`src/design/udp_tx_cs_pkg.sv`:
```
// Package with the shared types, constants and helpers of the UDP transmit checksum generator.
`default_nettype none

package udp_tx_cs_pkg;

    // Frame limit that the total UDP length is checked against.
    localparam logic [16:0] MAX_FRAME      = 17'd1500;
    localparam logic [15:0] EPHEMERAL_BASE = 16'hC000;
    localparam logic [15:0] CKSUM_ALL_ONES = 16'hFFFF;
    localparam logic [15:0] PROTO_UDP      = 16'd17;
    localparam logic [16:0] UDP_HDR_BYTES  = 17'd8;

    // Configuration register indexes (word address bit 2 of paddr).
    localparam logic REG_LOCAL_IP = 1'b0;

    // One input request.
    typedef struct packed {
        logic [7:0]  data_byte;
        logic        byte_valid;
        logic        last;
        logic [31:0] dst_ip;
        logic [15:0] dest_port;
        logic [15:0] source_port;
        logic [15:0] payload_len;
        logic [15:0] time_ms;
    } udp_in_t;

    // One result request.
    typedef struct packed {
        logic [15:0] checksum;
        logic [15:0] chosen_src_port;
        logic [16:0] total_length;
        logic        too_long;
    } udp_out_t;

    // Item after the header stage: byte data plus the prepared header values.
    typedef struct packed {
        logic [7:0]  data_byte;
        logic        byte_valid;
        logic        last;
        logic [15:0] hdr_sum;
        logic [15:0] port;
        logic [16:0] seg_total;
    } hdr_item_t;

    // Ones' complement add of a 16-bit word with end-around carry.
    function automatic logic [15:0] add_fold(input logic [15:0] acc, input logic [15:0] word);
        logic [16:0] s;
        s = {1'b0, acc} + {1'b0, word};
        return s[15:0] + {15'd0, s[16]};
    endfunction

endpackage

`default_nettype wire

```
`src/design/udp_tx_cs_hdr.sv`:
```
// Input register stage: samples a request and prepares the pseudo-header and header sum.
`default_nettype none

module udp_tx_cs_hdr
    import udp_tx_cs_pkg::*;
(
    input  wire logic        aclk,
    input  wire logic        aresetn,
    input  wire logic [31:0] local_ip,
    input  wire logic        s_valid,
    output logic             s_ready,
    input  wire udp_in_t     s_data,
    input  wire logic        take,
    output logic             item_valid,
    output hdr_item_t        item
);

    logic        item_valid_reg;
    logic        item_valid_next;
    hdr_item_t   item_reg;
    hdr_item_t   item_next;
    logic [15:0] port_sel;
    logic [16:0] seg_total;
    logic [19:0] raw_sum;
    logic [16:0] fold1;
    logic [15:0] fold2;

    // The register is free when empty or when the next stage takes its request.
    assign s_ready = !item_valid_reg || take;

    // Ephemeral port replaces a zero source port.
    assign port_sel  = (s_data.source_port != 16'd0) ? s_data.source_port
                                                     : (EPHEMERAL_BASE ^ s_data.time_ms);
    assign seg_total = UDP_HDR_BYTES + {1'b0, s_data.payload_len};

    // Plain sum of all header words, folded twice into a ones' complement value.
    always_comb begin
        raw_sum = {4'd0, local_ip[31:16]} + {4'd0, local_ip[15:0]}
                + {4'd0, s_data.dst_ip[31:16]} + {4'd0, s_data.dst_ip[15:0]}
                + {4'd0, PROTO_UDP} + {4'd0, seg_total[15:0]}
                + {4'd0, port_sel} + {4'd0, s_data.dest_port}
                + {4'd0, seg_total[15:0]};
        fold1 = {1'b0, raw_sum[15:0]} + {13'd0, raw_sum[19:16]};
        fold2 = fold1[15:0] + {15'd0, fold1[16]};
    end

    // Next values of the stage register.
    always_comb begin
        item_valid_next = item_valid_reg;
        item_next       = item_reg;
        if (s_valid && s_ready) begin
            item_valid_next      = 1'b1;
            item_next.data_byte  = s_data.data_byte;
            item_next.byte_valid = s_data.byte_valid;
            item_next.last       = s_data.last;
            item_next.hdr_sum    = fold2;
            item_next.port       = port_sel;
            item_next.seg_total  = seg_total;
        end else if (take) begin
            item_valid_next = 1'b0;
        end
    end

    always_ff @(posedge aclk) begin
        if (!aresetn) begin
            item_valid_reg <= 1'b0;
        end else begin
            item_valid_reg <= item_valid_next;
        end
    end

    always_ff @(posedge aclk) begin
        item_reg <= item_next;
    end

    assign item_valid = item_valid_reg;
    assign item       = item_reg;

endmodule

`default_nettype wire

```
`src/design/udp_tx_cs_acc.sv`:
```
// Accumulate stage: running payload sum, datagram state and the result register.
`default_nettype none

module udp_tx_cs_acc
    import udp_tx_cs_pkg::*;
(
    input  wire logic      aclk,
    input  wire logic      aresetn,
    input  wire logic      item_valid,
    input  wire hdr_item_t item,
    output logic           take,
    output logic           m_valid,
    input  wire logic      m_ready,
    output udp_out_t       m_data
);

    logic [15:0] sum_acc_reg,     sum_acc_next;
    logic [7:0]  held_reg,        held_next;
    logic        pending_reg,     pending_next;
    logic        in_dgram_reg,    in_dgram_next;
    logic [16:0] seg_total_reg,   seg_total_next;
    logic [15:0] port_reg,        port_next;
    logic        m_valid_reg,     m_valid_next;
    udp_out_t    m_data_reg,      m_data_next;

    logic        start;
    logic [15:0] base_sum;
    logic [7:0]  held_cur;
    logic        pend_cur;
    logic [16:0] seg_cur;
    logic [15:0] port_cur;
    logic        add_en;
    logic [15:0] add_word;
    logic [15:0] sum_new;
    logic [15:0] ck;
    logic        too_long;

    // A request moves on when the result register is empty or being drained.
    assign take = item_valid && (!m_valid_reg || m_ready);

    // The first request of a datagram starts from the prepared header values.
    assign start    = !in_dgram_reg;
    assign base_sum = start ? item.hdr_sum   : sum_acc_reg;
    assign held_cur = start ? 8'd0           : held_reg;
    assign pend_cur = start ? 1'b0           : pending_reg;
    assign seg_cur  = start ? item.seg_total : seg_total_reg;
    assign port_cur = start ? item.port      : port_reg;

    // Pick the word, if any, that this request adds: a completed pair, or a padded odd byte at the end.
    always_comb begin
        add_en   = 1'b0;
        add_word = 16'd0;
        if (item.byte_valid && pend_cur) begin
            add_en   = 1'b1;
            add_word = {held_cur, item.data_byte};
        end else if (item.byte_valid && item.last) begin
            add_en   = 1'b1;
            add_word = {item.data_byte, 8'd0};
        end else if (!item.byte_valid && item.last && pend_cur) begin
            add_en   = 1'b1;
            add_word = {held_cur, 8'd0};
        end
    end

    assign sum_new = add_en ? add_fold(base_sum, add_word) : base_sum;

    // Final checksum: complement, zero sent as all ones, forced to zero when too long.
    always_comb begin
        too_long = seg_cur > MAX_FRAME;
        ck       = ~sum_new;
        if (ck == 16'd0) begin
            ck = CKSUM_ALL_ONES;
        end
        if (too_long) begin
            ck = 16'd0;
        end
    end

    // State and result updates.
    always_comb begin
        sum_acc_next   = sum_acc_reg;
        held_next      = held_reg;
        pending_next   = pending_reg;
        in_dgram_next  = in_dgram_reg;
        seg_total_next = seg_total_reg;
        port_next      = port_reg;
        m_data_next    = m_data_reg;
        m_valid_next   = m_valid_reg && !m_ready;
        if (take) begin
            seg_total_next = seg_cur;
            port_next      = port_cur;
            if (item.last) begin
                sum_acc_next                = 16'd0;
                held_next                   = 8'd0;
                pending_next                = 1'b0;
                in_dgram_next               = 1'b0;
                m_valid_next                = 1'b1;
                m_data_next.checksum        = ck;
                m_data_next.chosen_src_port = port_cur;
                m_data_next.total_length    = seg_cur;
                m_data_next.too_long        = too_long;
            end else begin
                sum_acc_next  = sum_new;
                in_dgram_next = 1'b1;
                if (item.byte_valid && !pend_cur) begin
                    held_next    = item.data_byte;
                    pending_next = 1'b1;
                end else if (item.byte_valid) begin
                    held_next    = 8'd0;
                    pending_next = 1'b0;
                end else begin
                    held_next    = held_cur;
                    pending_next = pend_cur;
                end
            end
        end
    end

    always_ff @(posedge aclk) begin
        if (!aresetn) begin
            sum_acc_reg   <= 16'd0;
            held_reg      <= 8'd0;
            pending_reg   <= 1'b0;
            in_dgram_reg  <= 1'b0;
            seg_total_reg <= 17'd0;
            port_reg      <= 16'd0;
            m_valid_reg   <= 1'b0;
        end else begin
            sum_acc_reg   <= sum_acc_next;
            held_reg      <= held_next;
            pending_reg   <= pending_next;
            in_dgram_reg  <= in_dgram_next;
            seg_total_reg <= seg_total_next;
            port_reg      <= port_next;
            m_valid_reg   <= m_valid_next;
        end
    end

    always_ff @(posedge aclk) begin
        m_data_reg <= m_data_next;
    end

    assign m_valid = m_valid_reg;
    assign m_data  = m_data_reg;

endmodule

`default_nettype wire

```
`src/design/udp_tx_checksum_generator_core.sv`:
```
// Top level of the UDP transmit checksum generator with its configuration port.
`default_nettype none

// Streams datagram payload bytes and returns one result per datagram on the request
// marked last: the UDP checksum over the IPv4 pseudo-header, the header and the
// payload, the source port used (an ephemeral port built from time_ms when the
// requested source port is zero), the total UDP length and a too-long flag. The header
// fields are sampled on the first request of a datagram. A request passes an input
// register stage and an accumulate stage, which writes the result register when it
// takes the last request; the block sustains one request per cycle while m_ready does
// not stall it. Back-pressure on m_ready reaches s_ready in the same cycle. local_ip
// lives at byte address 0 and must be written only while no datagram is in progress.
module udp_tx_checksum_generator_core
    import udp_tx_cs_pkg::*;
(
    input  wire logic        aclk,
    input  wire logic        aresetn,
    input  wire logic        psel,
    input  wire logic        penable,
    input  wire logic        pwrite,
    input  wire logic [2:0]  paddr,
    input  wire logic [31:0] pwdata,
    output logic [31:0]      prdata,
    output logic             pready,
    input  wire logic        s_valid,
    output logic             s_ready,
    input  wire udp_in_t     s_data,
    output logic             m_valid,
    input  wire logic        m_ready,
    output udp_out_t         m_data
);

    logic [31:0] local_ip_reg;
    logic [31:0] local_ip_next;
    logic        take;
    logic        item_valid;
    hdr_item_t   item;
    logic        reg_sel;

    // Configuration register write and read-back.
    assign pready  = 1'b1;
    assign reg_sel = paddr[2];

    always_comb begin
        local_ip_next = local_ip_reg;
        if (psel && penable && pwrite && (reg_sel == REG_LOCAL_IP)) begin
            local_ip_next = pwdata;
        end
    end

    always_ff @(posedge aclk) begin
        if (!aresetn) begin
            local_ip_reg <= 32'd0;
        end else begin
            local_ip_reg <= local_ip_next;
        end
    end

    assign prdata = (reg_sel == REG_LOCAL_IP) ? local_ip_reg : 32'd0;

    // Input register and header preparation.
    udp_tx_cs_hdr u_hdr (
        .aclk       (aclk),
        .aresetn    (aresetn),
        .local_ip   (local_ip_reg),
        .s_valid    (s_valid),
        .s_ready    (s_ready),
        .s_data     (s_data),
        .take       (take),
        .item_valid (item_valid),
        .item       (item)
    );

    // Payload accumulation and result register.
    udp_tx_cs_acc u_acc (
        .aclk       (aclk),
        .aresetn    (aresetn),
        .item_valid (item_valid),
        .item       (item),
        .take       (take),
        .m_valid    (m_valid),
        .m_ready    (m_ready),
        .m_data     (m_data)
    );

endmodule

`default_nettype wire
```
`config.mk`:
```
export PLATFORM = sky130hd
export DESIGN_NAME = udp_tx_checksum_generator_core
export DESIGN_NICKNAME = d
export VERILOG_FILES = /design/src/design/udp_tx_cs_pkg.sv /design/src/design/udp_tx_cs_hdr.sv /design/src/design/udp_tx_cs_acc.sv /design/src/design/udp_tx_checksum_generator_core.sv
export SDC_FILE = /design/constraint.sdc
export NUM_CORES = 1
export LEC_CHECK = 0
export BUFFER_PORTS_ARGS = -buffer_cell sky130_fd_sc_hd__buf_2
export CORE_MARGIN = 1
export CORE_UTILIZATION = 52
export DETAILED_ROUTE_END_ITERATION = 10
export GPL_TIMING_DRIVEN = 0
export PLACE_DENSITY = 0.78
export SYNTH_ARGS = -nofsm -noshare
export SYNTH_HDL_FRONTEND = slang
export SYNTH_SLANG_ARGS = --single-unit
```
`constraint.sdc`:
```
create_clock -name aclk -period 8.6 [get_ports aclk]
set_input_delay 0.43 -clock aclk [delete_from_list [all_inputs] [get_ports aclk]]
set_output_delay 0.43 -clock aclk [all_outputs]
set_load 0.03 [all_outputs]
```
== After elaboration in Yosys (flattened, before gate mapping) ==
Index checks and enable logic that the tools add are counted.
W data, S select, Z words.
Word-level totals
  register bits: 202
  input port bits: 148
  word-level logic and storage cells: 85
Operators by class
  add/sub/neg operators: 13
  order comparisons: 1
  mux-type cells: 27
  bitwise operators: 3
  reduce and logical (&&, ||, !) cells: 22
Operator list (count)
  $mux W16: 9
  $add A20 B16 Y20: 6
  $add A16 B16 Y17: 2
  $add A16 B1 Y16: 2
  $mux W32: 1
  $mux W8: 4
  $add A20 B5 Y20 const B: 1
  $add A16 B4 Y17: 1
  $add A4 B16 Y17 const A: 1
  $gt A17 B11 Y1 const B: 1
  $mux W17: 1
  $logic_not A16 Y1: 1
  $not A16 Y16: 1
  $reduce_bool A16 Y1: 1
  $mux W1: 12
  $logic_and A1 B1 Y1: 11
  $logic_not A1 Y1: 5
  $logic_or A1 B1 Y1: 2
  $not A2 Y2: 1
  $reduce_and A2 Y1: 1
  $reduce_bool A2 Y1: 1
  $not A1 Y1: 1

== Logic depth before layout (Yosys ltp) ==
Gate-level depths: netlist of run 1.
  depth in word-level cells: 12
  mapped depth: 43

== Modules after synthesis ==
A second synthesis of run 1 with hierarchy kept.
Unflattened totals
  cell total of the unflattened synthesis: 1445
  area, all modules: 14238.7 µm²
By module, submodules not included
  udp_tx_cs_hdr: instances 1, cells an instance 622, area each 6443.7 µm²
  udp_tx_cs_acc: instances 1, cells an instance 646, area each 6257.3 µm²
  udp_tx_checksum_generator_core: instances 1, cells an instance 177, area each 1537.7 µm²

== Worst setup path before layout of run 1 ==
OpenSTA, ideal clock, no wires.
  kind: register -> register
  start point: register local_ip_reg[0]
  end point: register u_hdr.item_reg, in the netlist u_hdr.item[47] (data pin)
  library setup time: 266 ps
  arrival time: 8000 ps
  data required time: 8334 ps
  path slack: 335 ps
  cell stages (with the launch flop): 43
  path buffers: 0
  period minus slack after synthesis: 8265 ps
  path through: dfxtp_1 > ha_1 > inv_1 > fa_1 > inv_1 > a21oi_1 > o21ai_0 > a21oi_1 > o21bai_1 > a21o_1 > a21oi_1 > xnor2_1 > fa_1 > inv_1 > fa_1 > inv_1 > fa_1 > ha_1 > [7 not listed] > o21ai_0 > and3_1 > nor2_1 > ha_1 > inv_1 > fa_1 > nor2b_1 > o21ai_0 > nand2b_1 > and3_1 > nand4_1 > nor3_1 > ha_1 > ha_1 > nand3_1 > nor3_1 > o2111ai_1 > xor2_1
Between the ends
  word-level cells in the longest chain between the ends: 10
Ends and longest elaborated chain
  start: declaration: line udp_tx_checksum_generator_core.sv:33  | logic [31:0] local_ip_reg;
  start signal: assignment: line udp_tx_checksum_generator_core.sv:55  | local_ip_reg <= local_ip_next;
  $add A16 B16 Y17: line udp_tx_cs_hdr.sv:38  | raw_sum = {4'd0, local_ip[31:16]} + {4'd0, local_ip[15:0]}
  $add A20 B16 Y20 (2 in a row): line udp_tx_cs_hdr.sv:39  | + {4'd0, s_data.dst_ip[31:16]} + {4'd0, s_data.dst_ip[15:0]}
  $add A20 B5 Y20: line udp_tx_cs_hdr.sv:40  | + {4'd0, PROTO_UDP} + {4'd0, seg_total[15:0]}
  $add A20 B16 Y20: line udp_tx_cs_hdr.sv:40
  $add A20 B16 Y20 (2 in a row): line udp_tx_cs_hdr.sv:41  | + {4'd0, port_sel} + {4'd0, s_data.dest_port}
  $add A20 B16 Y20: line udp_tx_cs_hdr.sv:42  | + {4'd0, seg_total[15:0]};
  $add A16 B4 Y17: line udp_tx_cs_hdr.sv:43  | fold1 = {1'b0, raw_sum[15:0]} + {13'd0, raw_sum[19:16]};
  $add A16 B1 Y16: line udp_tx_cs_hdr.sv:44  | fold2 = fold1[15:0] + {15'd0, fold1[16]};
  named net u_hdr.fold2[14]: line udp_tx_cs_hdr.sv:26  | logic [15:0] fold2;
  end signal: assignment: line udp_tx_cs_hdr.sv:73  | item_reg <= item_next;
  end: declaration: line udp_tx_cs_hdr.sv:20  | hdr_item_t item_reg;
The timed path passes the listed nets, and every way through them passes these cells.
A chain may end at the register's enable or synchronous reset.

== Worst setup path after layout of run 1 ==
  start point: register local_ip_reg[1]
  end point: register u_hdr.item_reg, in the netlist u_hdr.item[48] (data pin)
Same word-level chain as after synthesis.

==> out/results.tsv, run 1 <==
metric	value	unit
Hold Path Class	in -> reg	
drt initial violations	801	
# rows	59	
cell taking the most area after synthesis	edfxtp_1	
top cells by count, synth	nand2_1, inv_1, edfxtp_1, dfxtp_1, ha_1	
antenna violations before repair	3	
WP data arrival	8720	ps
Nets	1980	
Max transition margin	0.214	
Starting Density	0.527	
Post-Syn Nets	1708	
cts hold-fix bufs	0	
Total Routing Usage GR	0.252	
H-tree Lvls	1	
vias in the first global route	10568	
GRT overflow	0	
# fillers	2059	
register bit count reported by yosys	202	
max reg flops	59	
Post-DP HPWL	27.4	mm
worst ir drop on vdd	0.000224	V
Post-DRT Antenna Nets	0	
# clock sinks	202	
Post-synth ARST share	0	
CTS root buf	clkbuf_16	
worst-path fanout max	6	
worst endpoint required time	8840	ps
core footprint	26000	um^2
worst-margin pin slew	1180	ps
Vias/cell	5.61	
PwrDens	290	nW/um^2
Clock Skews	28.0	ps
Worst-path clk slew	60	ps
Seq/Total Area, Yosys	0.375	
Post-Synthesis Cells	1412	
ys flop type	edfxtp_1	
pin count of the biggest net entering global routing	35	
critical path endpoint category	flip-flop	
Final Setup Violations	0	
Synth cell types	81	
share of layout cells above drive strength 1	0.248	
gp weighted congestion	0.909	
routed wire length	35.8	mm
DR vias	11435	
Syn Area/Cell	9.71	um^2
Port Buf Inserts	228	
maximum clock rate	118	MHz
DR pass1 iterations	5	
area share of the largest cell type after synthesis	0.239	
Max Cap Violations	0	
Critical-path top delay cell	fa_1	
Tot Pwr	4.82	mW
area delta synth->final	21.3	%
chip width	164	um
Mapped Area	13700	um^2
Final Hold Vio Count	0	
CTS tree	yes	
clock latency on the worst-skew pair	520	ps
IO Count	233	
count leader, synth	nand2_1	
wire per inst	17.6	um
Slew Viols, Final	0	
Max clock buf depth	3	
first-pass GRT wire length	53.5	mm
CTS Buf Count	22	
Critical Path Source Type	flip-flop	
Final Hold Slack	101	ps
Die Y	164	um
status	completed	
Final min period	8480	ps
CP Class	reg -> reg	
leakage	7.25	nW
Synth warnings	0	
drt drc	0	
CP max stage delay	550	ps
Post-synth EDFFs	109	
Tcrit/Tclk final	0.986	
die area	27000	um^2
RSZ-0062 raised after global routing	yes	
Synth area leaders	edfxtp_1, dfxtp_1, fa_1, ha_1, nand2_1	
path summary, 6_finish.rpt:
check / from / end / slack [ps] / depth (start not counted)
max: local_ip_reg[1] / u_hdr.item[48] / 120 / 37
min: s_data[96] / u_hdr.item[49] / 100 / 1
max reg2reg: local_ip_reg[1] / u_hdr.item[48] / 120 / 37
min reg2reg: u_acc.port_reg[1] / u_acc.port_reg[1] / 460 / 2
report_power, final:
part | internal, mW | switching (mW) | total [mW]
Sequential | 1.17 | 0.0364 | 1.20
Clock | 0.523 | 0.392 | 0.914
Combinational | 1.14 | 1.56 | 2.70
placed cells by master (no fill, tap or decap), types with 30 or more instances in the layout:
cell type and instances:
nor2_1 64, inv_1 146, nand2_1 176, a21o_1 30, mux2_2 40, ha_1 60
edfxtp_1 109, xnor2_1 43, fa_1 65, dfxtp_1 89, clkbuf_1 39, nor2b_1 53
a21oi_1 31, a21boi_0 57, buf_2 231
stage by stage:
step / utilization / std cells / TNS (ps) / area, um^2 / worst slack, ps
2_1_floorplan: - / 1412 / 0 / 13700 / 335
3_3_place_gp: 0.587 / 1975 / -14320 / 15300 / -748
3_5_place_dp: 0.589 / 1977 / -18800 / 15300 / -906
4_1_cts: 0.622 / 2024 / 0 / 16200 / 11.6
5_1_grt: 0.640 / 2037 / -1220 / 16600 / -231
6_report: 0.640 / 2037 / 0 / 16600 / 119
logic make-up (layout without fill, tap and decap cells):
kind of cell	Yosys count	after routing	share of synthesized area
flip-flops	202	202	0.375
buffers and inverters	208	496	0.0584
AO/OA/AOI/OAI	276	276	0.143
multiplexers	53	53	0.0427
adder cells (fa/ha/maj)	148	148	0.172
other	1	3	0.000274
AND/OR/NAND/NOR	460	460	0.168
XOR/XNOR	64	64	0.0409
final cells by class:
type / instances / area [um^2] / area share
Tap cell: 335 / 419 / 0.0252
Clock inverter: 12 / 109 / 0.00655
Antenna cell: 2 / 5.00 / 0.000301
Multi-Input combinational cell: 1002 / 8220 / 0.494
Sequential cell: 202 / 5140 / 0.309
Timing Repair Buffer: 251 / 1340 / 0.0808
Inverter: 155 / 582 / 0.0350
Clock buffer: 28 / 593 / 0.0357
Buffer: 50 / 213 / 0.0128
repair_timing:
item | in CTS | in global routing
endpoints found under the setup margin | 31 | 31
gates resized for setup | 23 | 69
cloned | 0 | 0
setup buffers | 9 | 13
pin swaps | 10 | 67
per-layer routing:
metal	global-route usage	up-vias	wire length [um]
met5	0	-	11
met4	0.0758	2	1130
met3	0.0530	83	2760
met2	0.416	457	16900
met1	0.332	5459	15000
li1	-	5434	-
worst max-delay path: cells and delay by family (launching register included):
kind	cells	cell delay, ps
buffers and inverters	4	390
adders and majority gates	7	2660
DFF	1	330
AOI/OAI and AO/OA	15	2900
and+or+nand+nor	9	1610
xor gates and xnor gates	2	310
No activity file was read; power rests on OpenSTA's default activity.
==> run 2, diff against run 1 <==
ABC_AREA = 1   (was default)
PLACE_DENSITY = 0.77   (was 0.78)
==> run 2 against run 1 <==
The run now ends with design-rule violations, negative setup slack left; wire length grew 13%; die area grew 2.6%; via count grew 12%; register-to-register slack lost 280 ps; non-clock buffer count grew 22; synthesized cell count grew 26%; final area grew 3.1%; synthesized area grew 2.7%; power grew 13%; final cell count grew 19%; first-iteration DRC count shrank 2.7%; worst hold slack lost 27 ps; critical path type unchanged.
==> out/results.tsv, run 2 <==
metric	value	unit	change
H-tree Lvls	1		unchanged
Post-Syn Nets	2070		was 1708
cts hold-fix bufs	0		unchanged
RSZ-0062 raised after global routing	yes		unchanged
share of layout cells above drive strength 1	0.225		was 0.248
area share of the largest cell type after synthesis	0.233		was 0.239
leakage	8.33	nW	was 7.25 nW
worst-path fanout max	4		was 6
Max transition margin	0.394		was 0.214
routed wire length	40.6	mm	was 35.8 mm
CTS root buf	clkbuf_16		unchanged
Multi-input gate area	7800	um^2	was 8220 um^2
gp weighted congestion	0.962		was 0.909
Hold Path Class	in -> reg		unchanged
# fillers	2156		was 2059
die area	27700	um^2	was 27000 um^2
# rows	59		unchanged
worst-margin pin slew	908	ps	was 1180 ps
Post-synth ARST share	0		unchanged
reg2reg start	local_ip_reg[0]		was local_ip_reg[1]
Post-DP HPWL	31.8	mm	was 27.4 mm
status	complete, but fails checks		was completed
Port Buf Inserts	228		unchanged
CP max stage delay	600	ps	was 550 ps
vias in the first global route	12371		was 10568
ys flop type	edfxtp_1		unchanged
Syn Area/Cell	7.93	um^2	was 9.71 um^2
final worst setup slack	-165	ps	was 119 ps
most frequent cells in the layout	nand2_1, inv_1, buf_2, a21oi_1, o21ai_0		was buf_2, nand2_1, inv_1, edfxtp_1, dfxtp_1
core footprint	26300	um^2	was 26000 um^2
DR pass1 iterations	8		was 5
Synth warnings	0		unchanged
Tcrit/Tclk final	1.02		was 0.986
drt initial violations	779		was 801
Max clock buf depth	3		unchanged
Synth cell types	50		was 81
# clock sinks	202		unchanged
Final Hold Vio Count	0		unchanged
CTS Buf Count	23		was 22
met2 GRT Util	0.497		was 0.416
commonest non-fill, non-tap cell in the layout	nand2_1		was buf_2
Post-DRT Antenna Nets	0		unchanged
Total Routing Usage GR	0.282		was 0.252
Final min period	8760	ps	was 8480 ps
top cells by count, synth	nand2_1, inv_1, a21oi_1, o21ai_0, edfxtp_1		was nand2_1, inv_1, edfxtp_1, dfxtp_1, ha_1
Max Cap Violations	0		unchanged
GRT overflow	0		unchanged
worst endpoint required time	8870	ps	was 8840 ps
CP Class	reg -> reg		unchanged
Starting Density	0.535		was 0.527
Final Setup Violations	6		was 0
r2r worst-path depth	50		was 37
CTS tree	yes		unchanged
area delta synth->final	21.8	%	was 21.3%
M1 GR Usage	0.354		was 0.332
Vias/cell	5.28		was 5.61
met3 Use GR	0.0437		was 0.0530
Critical-path top delay cell	fa_1		unchanged
Sequential Area	5140	um^2	about the same
global route hottest layer	met2		unchanged
Critical Path Source	local_ip_reg[0]		was local_ip_reg[1]
hold depth	1		unchanged
register bit count reported by yosys	202		unchanged
cell taking the most area after synthesis	edfxtp_1		unchanged
Post-Synthesis Cells	1774		was 1412
Post-synth EDFFs	109		unchanged
Most common cell on crit path	nand3_2		
first-pass GRT wire length	61.8	mm	was 53.5 mm
Synth area leaders	edfxtp_1, dfxtp_1, nand2_1, fa_1, inv_1		was edfxtp_1, dfxtp_1, fa_1, ha_1, nand2_1
Mapped Area	14100	um^2	was 13700 um^2
Die Y	166	um	was 164 um
Nets	2370		was 1980
Worst-path clk slew	60	ps	about the same
Final Hold Slack	73.8	ps	was 101 ps
min-delay src	s_data[103]		was s_data[96]
WP data arrival	9040	ps	was 8720 ps
maximum clock rate	114	MHz	was 118 MHz
failing checks	design-rule violations, negative setup slack		
drt drc	20		was 0
wire per inst	16.7	um	was 17.6 um
antenna violations before repair	4		was 3
DR vias	12838		was 11435
IO Count	233		unchanged
Setup WS pre-CTS	-1510	ps	was -906 ps
critical path endpoint category	flip-flop		unchanged
Clock Skews	15.5	ps	was 28.0 ps
clock latency on the worst-skew pair	530	ps	was 520 ps
Slew Viols, Final	0		unchanged
max reg flops	59		unchanged
worst ir drop on vdd	0.000246	V	was 0.000224 V
Critical Path Source Type	flip-flop		unchanged
Seq/Total Area, Yosys	0.365		was 0.375
count leader, synth	nand2_1		unchanged
pin count of the biggest net entering global routing	46		was 35
PwrDens	319	nW/um^2	was 290 nW/um^2
chip width	166	um	was 164 um
## run 2: changes by cell type after synthesis, sizes merged, moves of 20 or more
| cell | change |
|---|---|
| a21o | -27 |
| a21boi | -57 |
| xor2 | +20 |
| nand3 | +52 |
| o21ai | +82 |
| a21oi | +106 |
| nor3 | -20 |
| xnor2 | -30 |
| mux2 | -41 |
| nor2b | -55 |
| nor2 | +45 |
| nand2 | +236 |
| inv | +199 |
## run 2: logic make-up after synthesis
logic type      count (synthesis)  synth area share
other cells                     1          0.000267
flops                         202             0.365
buf+inv                       407             0.110
fa+ha+maj                     148             0.168
simple gates                  653             0.204
compound gates                309             0.119
xor+xnor                       54            0.0347
## run 2: critical path, delay by kind of cell (launching register included)
family	cells	cell delay [ps]
adders and majority gates	9	3260
and+or+nand+nor	23	2480
AOI/OAI and AO/OA	9	1580
xor gates and xnor gates	2	410
buffers and inverters	7	390
DFF	1	370
## run 2: cell type report
type	count	share of cell area
buffer	48	0.0118
multi-input combinational	1165	0.455
clock buffer	34	0.0366
timing repair buffer	275	0.0891
inverter	359	0.0788
tap	335	0.0245
sequential	202	0.300
antenna	4	0.000584
clock inverter	8	0.00358
## run 2: report_power, final
part,switching [mW],total [mW],leakage (nW),internal (mW)
combinational,2.17,3.33,6.21,1.16
sequential,0.0344,1.22,1.78,1.19
clock,0.403,0.913,0.336,0.511
total,2.60,5.46,8.33,2.86
## run 2: metrics by stage
step           cell area (um^2)  std cells  utilization  total power [mW]  setup TNS, ps
2_1_floorplan             14100       1774            -              3.31              0
3_3_place_gp              15600       2337        0.595              3.85         -10250
3_5_place_dp              15700       2339        0.597              3.92         -13030
4_1_cts                   16800       2414        0.641              5.07              0
5_1_grt                   17100       2429        0.652              5.88          -3470
6_report                  17100       2430        0.652              5.46           -597
## run 2: per-layer routing
| layer | part of all wire | up-vias |
|---|---|---|
| li1 | - | 6262 |
| met1 | 0.41 | 5964 |
| met2 | 0.48 | 510 |
| met3 | 0.072 | 102 |
| met4 | 0.035 | 0 |
| met5 | 0 | - |
## run 2: worst paths after layout
kind,to,slack [ps]
worst min register to register,u_acc.seg_total_reg[1],450
worst max register to register,u_hdr.item[48],-160
worst min-delay path,u_hdr.item[56],70
worst max-delay path,u_hdr.item[48],-160
## run 2: repair_timing
item                       4_1_cts  5_1_grt
setup buffers                   33       20
resized for setup               48       44
setup endpoints to repair       16       11
pin swaps                       42       49
